==> src/full_length_correlation_engine_defines.svh <==
// Assertion macros used by the correlation engine back end
`ifndef FULL_LENGTH_CORRELATION_ENGINE_DEFINES_SVH
`define FULL_LENGTH_CORRELATION_ENGINE_DEFINES_SVH

// Property that must hold on every clock edge outside reset
`define FCE_ASSERT(lbl, prop, msg) \
  lbl: assert property (@(posedge clk_i) disable iff (!rst_ni) prop) else $error(msg);

// Condition that must never be seen outside reset
`define FCE_NEVER(lbl, cond, msg) \
  lbl: assert property (@(posedge clk_i) disable iff (!rst_ni) !(cond)) else $error(msg);

`endif

==> src/fce_pkg.sv <==
`timescale 1ns / 1ps
`default_nettype none

package fce_pkg;

  localparam int unsigned MAX_TAPS          = 256;
  localparam int unsigned TAP_COUNT_W       = 9;
  localparam int unsigned TAP_COUNT_RESET   = 1;
  localparam int unsigned IDX_W             = 8;
  localparam int unsigned DATA_W            = 16;
  localparam int unsigned PROD_W            = 2 * DATA_W;
  localparam int unsigned RESULT_W          = 40;
  localparam int unsigned S_TDATA_W         = 24;
  localparam int unsigned M_TDATA_W         = 40;

  typedef enum logic {
    OP_LOAD   = 1'b0,
    OP_SAMPLE = 1'b1
  } fce_op_e;

  typedef struct packed {
    fce_op_e                  op;
    logic [IDX_W-1:0]         tap_index;
    logic signed [DATA_W-1:0] value;
  } fce_cmd_t;

  // head of the command queue as seen by the back end
  typedef struct packed {
    logic     valid;
    fce_cmd_t cmd;
  } fce_q_t;

  typedef enum logic [3:0] {
    S_IDLE  = 4'b0001,
    S_RUN   = 4'b0010,
    S_DRAIN = 4'b0100,
    S_DONE  = 4'b1000
  } fce_state_e;

endpackage

`default_nettype wire

==> src/fce_front.sv <==
`timescale 1ns / 1ps
`default_nettype none

module fce_front import fce_pkg::*; #(
  parameter int unsigned MaxTaps = MAX_TAPS
) (
  input  wire logic                 clk_i,
  input  wire logic                 rst_ni,
  input  wire logic                 s_axis_tvalid,
  output logic                      s_axis_tready,
  input  wire logic [S_TDATA_W-1:0] s_axis_tdata,  // tap_index[7:0], value[23:8]
  input  wire logic                 s_axis_tuser,  // operation[0]
  output fce_q_t                    q_o,
  input  wire logic                 pop_i
);

  localparam int unsigned QDepth = 2;
  localparam int unsigned QPtrW  = $clog2(QDepth);
  localparam int unsigned QCntW  = $clog2(QDepth + 1);

  fce_cmd_t           mem_q [QDepth];
  logic [QPtrW-1:0]   wr_q, wr_d, rd_q, rd_d;
  logic [QCntW-1:0]   cnt_q, cnt_d;
  fce_cmd_t           cmd;
  logic               accept, keep, push;

  assign cmd.op        = fce_op_e'(s_axis_tuser);
  assign cmd.tap_index = s_axis_tdata[IDX_W-1:0];
  assign cmd.value     = s_axis_tdata[IDX_W+DATA_W-1:IDX_W];

  // out-of-range tap loads are dropped here
  assign keep   = (cmd.op == OP_SAMPLE) || (32'(cmd.tap_index) < MaxTaps);
  assign s_axis_tready = (cnt_q != QCntW'(QDepth));
  assign accept = s_axis_tvalid && s_axis_tready;
  assign push   = accept && keep;

  assign q_o.valid = (cnt_q != '0);
  assign q_o.cmd   = mem_q[rd_q];

  always_comb begin
    wr_d  = push  ? wr_q + QPtrW'(1) : wr_q;
    rd_d  = pop_i ? rd_q + QPtrW'(1) : rd_q;
    case ({push, pop_i})
      2'b10:   cnt_d = cnt_q + QCntW'(1);
      2'b01:   cnt_d = cnt_q - QCntW'(1);
      default: cnt_d = cnt_q;
    endcase
  end

  always_ff @(posedge clk_i or negedge rst_ni) begin
    if (!rst_ni) begin
      wr_q  <= '0;
      rd_q  <= '0;
      cnt_q <= '0;
    end else begin
      wr_q  <= wr_d;
      rd_q  <= rd_d;
      cnt_q <= cnt_d;
    end
  end

  always_ff @(posedge clk_i) begin
    if (push) begin
      mem_q[wr_q] <= cmd;
    end
  end

endmodule

`default_nettype wire

==> config.mk <==
export PLATFORM = sky130hd
export DESIGN_NAME = fce_front
export DESIGN_NICKNAME = d
export VERILOG_FILES = /design/src/full_length_correlation_engine_defines.svh /design/src/fce_pkg.sv /design/src/fce_front.sv
export SDC_FILE = /design/constraint.sdc
export NUM_CORES = 1
export LEC_CHECK = 0
export ABC_CLOCK_PERIOD_IN_PS = 2900
export CORE_ASPECT_RATIO = 1.4
export CORE_MARGIN = 2
export CORE_UTILIZATION = 35
export DETAILED_ROUTE_END_ITERATION = 16
export DONT_BUFFER_PORTS = 1
export PLACE_DENSITY = 0.47
export SYNTH_ARGS = -nofsm -noshare
export SYNTH_HDL_FRONTEND = slang
export SYNTH_SLANG_ARGS = --single-unit
==> constraint.sdc <==
create_clock -name clk_i -period 2.9 [get_ports clk_i]
set_input_delay 0.145 -clock clk_i [delete_from_list [all_inputs] [get_ports clk_i]]
set_output_delay 0.145 -clock clk_i [all_outputs]
set_load 0.02 [all_outputs]
* Yosys cells after proc, flatten, opt, wreduce, memory -nomap -nowiden
Memories as Yosys holds them, arrays and structs flattened.
Index checks and enable logic that the tools add are counted.
** Storage, ports and cells
- Bits of input ports :: 29
- Bits in writable memories :: 50
- Output and inout bits :: 27
- Flip-flop bits (word level) :: 4
- Memories :: 1
** Memory list
- mem_q :: words 2, width 25, rd ports 1, clocked after Yosys merged registers in 0, wr ports 1, RTL line fce_front.sv:21 : fce_cmd_t mem_q [QDepth];
** Operators by class
- Equality and inequality tests :: 3
- Reduce and logical (&&, ||, !) cells :: 3
- Multiplexer cells :: 3
- Add/subtract/negate cells :: 4
** Operators by type and width (number)
- $pmux 2 s2 :: 1
- $reduce_bool 2->1 :: 2
- $add 1x1->1 const B :: 2
- $add 2x1->2 const B :: 1
- $eq 2x1->1 const B :: 1
- $eq 2x2->1 const B :: 1
- $mux 1 :: 2
- $ne 2x2->1 const B :: 1
- $sub 2x1->2 const B :: 1
- $logic_and 1x1->1 :: 1

* Depth between registers and ports, before layout
- Depth in word-level cells :: 4
- Gate-level depth with buffers :: 6

* Worst setup path before layout
No wires, ideal clock.
- Path type :: reg-to-reg
- Start :: register cnt_q[0]
- End :: memory mem_q[0][0] (netlist name) (enable)
- Library setup time :: 0.407 ns
- Slack :: 0.748 ns
- Period minus slack after synthesis :: 2.152 ns
- Arrival time :: 1.745 ns
- Stages on the path, launching flop included :: 4
- Path buffers :: 0
- Cells stage by stage :: dfrtp_1 > nand2b_4 > nand2_1 > nor2_1
** Between the ends
- Cells in the longest elaborated chain, start to end :: 4
** Ends and longest elaborated chain
- from (decl) :: RTL line fce_front.sv:23 : logic [QCntW-1:0] cnt_q, cnt_d;
- from (signal assigned) :: RTL line fce_front.sv:58 : cnt_q <= cnt_d;
- $ne 2x2->1 :: RTL line fce_front.sv:33 : assign s_axis_tready = (cnt_q != QCntW'(QDepth));
- net s_axis_tready :: RTL line fce_front.sv:10 : output logic s_axis_tready,
- $logic_and 1x1->1 :: RTL line fce_front.sv:34 : assign accept = s_axis_tvalid && s_axis_tready;
- $mux 1 :: RTL line fce_front.sv:63 : if (push) begin
- $mux 1 (not written as such) :: RTL line fce_front.sv:64 : mem_q[wr_q] <= cmd;
- to (decl) :: RTL line fce_front.sv:21
The timed path passes the listed nets, and every way through them passes these cells.

* Worst setup path after layout
- Start :: register cnt_q[0]
- End :: memory mem_q[0][7] (netlist name) (enable)
Same word-level chain as after synthesis.

==> key figures <==
Critical path
  – Startpoint Class: register
  – Crit path capture: mem_q[0][7]$_DFFE_PP_
  – Reg2reg setup slack: about 1.0 ns
  – CP Class: register to register
  – WP data arrival: 1.84 ns
  – Crit. Startpoint: cnt_q[0]$_DFFE_PN0P_
  – Slowest stage delay, CP: 0.45 ns
  – Reg2reg end: mem_q[0][7]$_DFFE_PP_
  – CP Capture Type: register
  – Crit path max-delay cell type: nor2_2
  – Worst R2R Path Depth: 4
  – Crit-path max FO: 15
  – Critical path required time: 2.89 ns
  – Reg2reg start: cnt_q[0]$_DFFE_PN0P_
  – Crit path cell chain: nand2b_4 -> nand2_1 -> nor2_2 -> buf_4

Logic synthesis
  – Seq/Total Area, Yosys: 76.3%
  – Synth area leaders: edfxtp_1, mux2_4, dfrtp_1
  – Top-area cell type share of the netlist area: a little under three quarters
  – Ys Warns: 0
  – Mapped Cells: 94
  – Area leader, netlist: edfxtp_1
  – Synthesized area per cell: 22.3 sq um
  – Syn_nets: 124
  – Synth Cell Area: 2100 sq um
  – Distinct cells, synth: 14
  – Post-synthesis register bit count: 54

Timing
  – RSZ-0062 raised after global routing: false
  – Final hold vios: 0
  – Fmax: 0.539 GHz
  – Final Slew Violations: 0
  – Clock skew: 0.00886 ns
  – Slew @ Worst Pin: 0.587 ns
  – Setup tns final: 0 ns
  – Final cycle utilization of the critical path: 64.0%
  – Final Critical Period: 1.86 ns
  – Slew margin rel.: around three fifths
  – Final setup viols: 0

Floorplan
  – Starting Density: 36.1%
  – Site row count: 33
  – Die width: 69.5 um
  – IO Pins: 56
  – Core area: approximately 5800 sq um
  – Die ar.: ~6600 sq um
  – Die Y: 95.6 um

GRT
  – Grt peak-use layer: met2
  – Gr ovfl total: 0
  – GRT Util Overall: between 10 and 15%
  – Vias in the first global route: 1,051
  – First-pass GRT wire length: 5.00 mm
  – Initial antenna violation count: 0
  – Met1 Use GR: 10.0%
  – Met2 GRT Util: 18.8%
  – M3 GR Usage: 4.02%
  – Pin count of the biggest net entering global routing: 23

Clock tree
  – Num CTS Buffers: 5
  – Clk_lat worst skew: approximately 0.3 ns
  – Clock transition at path regs: 0.08 ns
  – Clock sink total: 54
  – H-tree depth: 2
  – Root Driver: clkbuf_8
  – TritonCTS clock tree: done
  – CTS Buffer Depth: 2

Detailed routing
  – Post-Route WL: 3.27 mm
  – Vias post-DR: 914
  – Routed len/inst: about 16 um
  – DRT Pass-1 Iters: 5
  – ANT nets after route: 0
  – DR vias/cell: 4.59
  – Initial drt markers: a little over 50
  – DRC viols: 0

Pwr
  – P_leak: 0.000926 uW
  – Tot Pwr: 2510 uW
  – Maximum vdd ir drop: 0.646 mV
  – PwrDens: 980 nW/um^2

Layout
  – P&R area growth vs syn: 21.9%
  – Fillers: about 510
  – Fin nets: about 160
  – Layout cells sized above 1: 29.5%
  – Antenna Cells: 0

Hold path
  – Worst Hold Class: input port to register

Job
  – Total of max-cap violations: 0

Place
  – GP Congestion: 0.644
  – PortBufs: 0

Status
  – Status: complete, no violations
## per-stage QoR
stage	hold slack, ns	util [%]	setup WS, ns	cells	area (sq um)
after detailed placement	-0.150	37.3	1.02	164	2170
after floorplan	-0.151	-	0.748	94	2100
after global placement	-0.150	37.3	1.09	164	2170
after CTS	0.0644	44.0	1.00	199	2560
after global routing	0.101	44.0	0.876	199	2560
final	0.0817	44.0	1.04	199	2560
## repair_timing
action	4_1_cts	5_1_grt
setup buffers	0	0
hold endpoints to repair	55	0
hold buffers	27	0
gates resized for setup	0	0
## report_power, final
group | total, uW | switching [uW] | internal [uW]
clock | 501 | 219 | 281
combinational | 866 | 506 | 360
sequential | 1140 | 72.2 | 1070
## synth_stat cells, drive strengths merged
master / count
edfxtp: 50
mux2: 25
dfrtp: 4
buf: 3
xnor2: 3
nor2: 2
xor2: 2
and3: 1
ha: 1
nand2: 1
nand2b: 1
or2: 1
## sequential cells by signal, summed over array words and instances (netlist names)
register  count
mem_q        50
cnt_q         2
wr_q          1
rd_q          1
## cell families after synthesis
family | Yosys count | synth area share [%]
xor+xnor | 5 | 2.09
fa+ha+maj | 1 | 0.596
buf+inv | 3 | 2.44
flops | 54 | 76.3
mux | 25 | 16.8
simple gates | 6 | 1.79
## worst min-delay path by stage
stage                              from              endpoint  cells past startpoint
after floorplan                  rst_ni  cnt_q[0]$_DFFE_PN0P_                      0
after global placement           rst_ni      wr_q$_DFFE_PN0P_                      0
after detailed placement         rst_ni  cnt_q[0]$_DFFE_PN0P_                      0
after CTS                 s_axis_tvalid      wr_q$_DFFE_PN0P_                      2
after global routing             rst_ni  cnt_q[1]$_DFFE_PN0P_                      1
final                     s_axis_tvalid      wr_q$_DFFE_PN0P_                      2
## critical path, delay by kind of cell, from the launching register on
| family | cells | cell delay, ns |
|---|---|---|
| simple gates | 3 | 0.77 |
| buf+inv | 1 | 0.35 |
| flops | 1 | 0.42 |
## area by class of cell
type	count	area [sq um]	area share [%]
clock inverters	1	30.0	1.17
repair buffers	30	305	11.9
well taps	70	87.6	3.42
clock buffers	7	86.3	3.37
multi-input cells	37	449	17.5
flip-flops and latches	54	1600	62.6
## metal layers
metal  vias up  wire (um)
met5         -          0
met4         0         57
met3         5        238
met2        35       1790
met1       448       1180
li1        426          -
## cells in the final DEF (no fill, tap or decap)
master and instances:
edfxtp_1 50, nor2_1 1, ha_1 1, bufinv_16 1
xor2_1 2, and3_1 1, xnor2_1 3, dfrtp_1 4
or2_2 1, nand2b_4 1, buf_4 2, buf_12 1
mux2_2 6, clkbuf_8 6, dlygate4sd3_1 27, clkbuf_1 1
nor2_2 1, mux2_4 19, nand2_1 1
(Power assumes the default switching activity.)
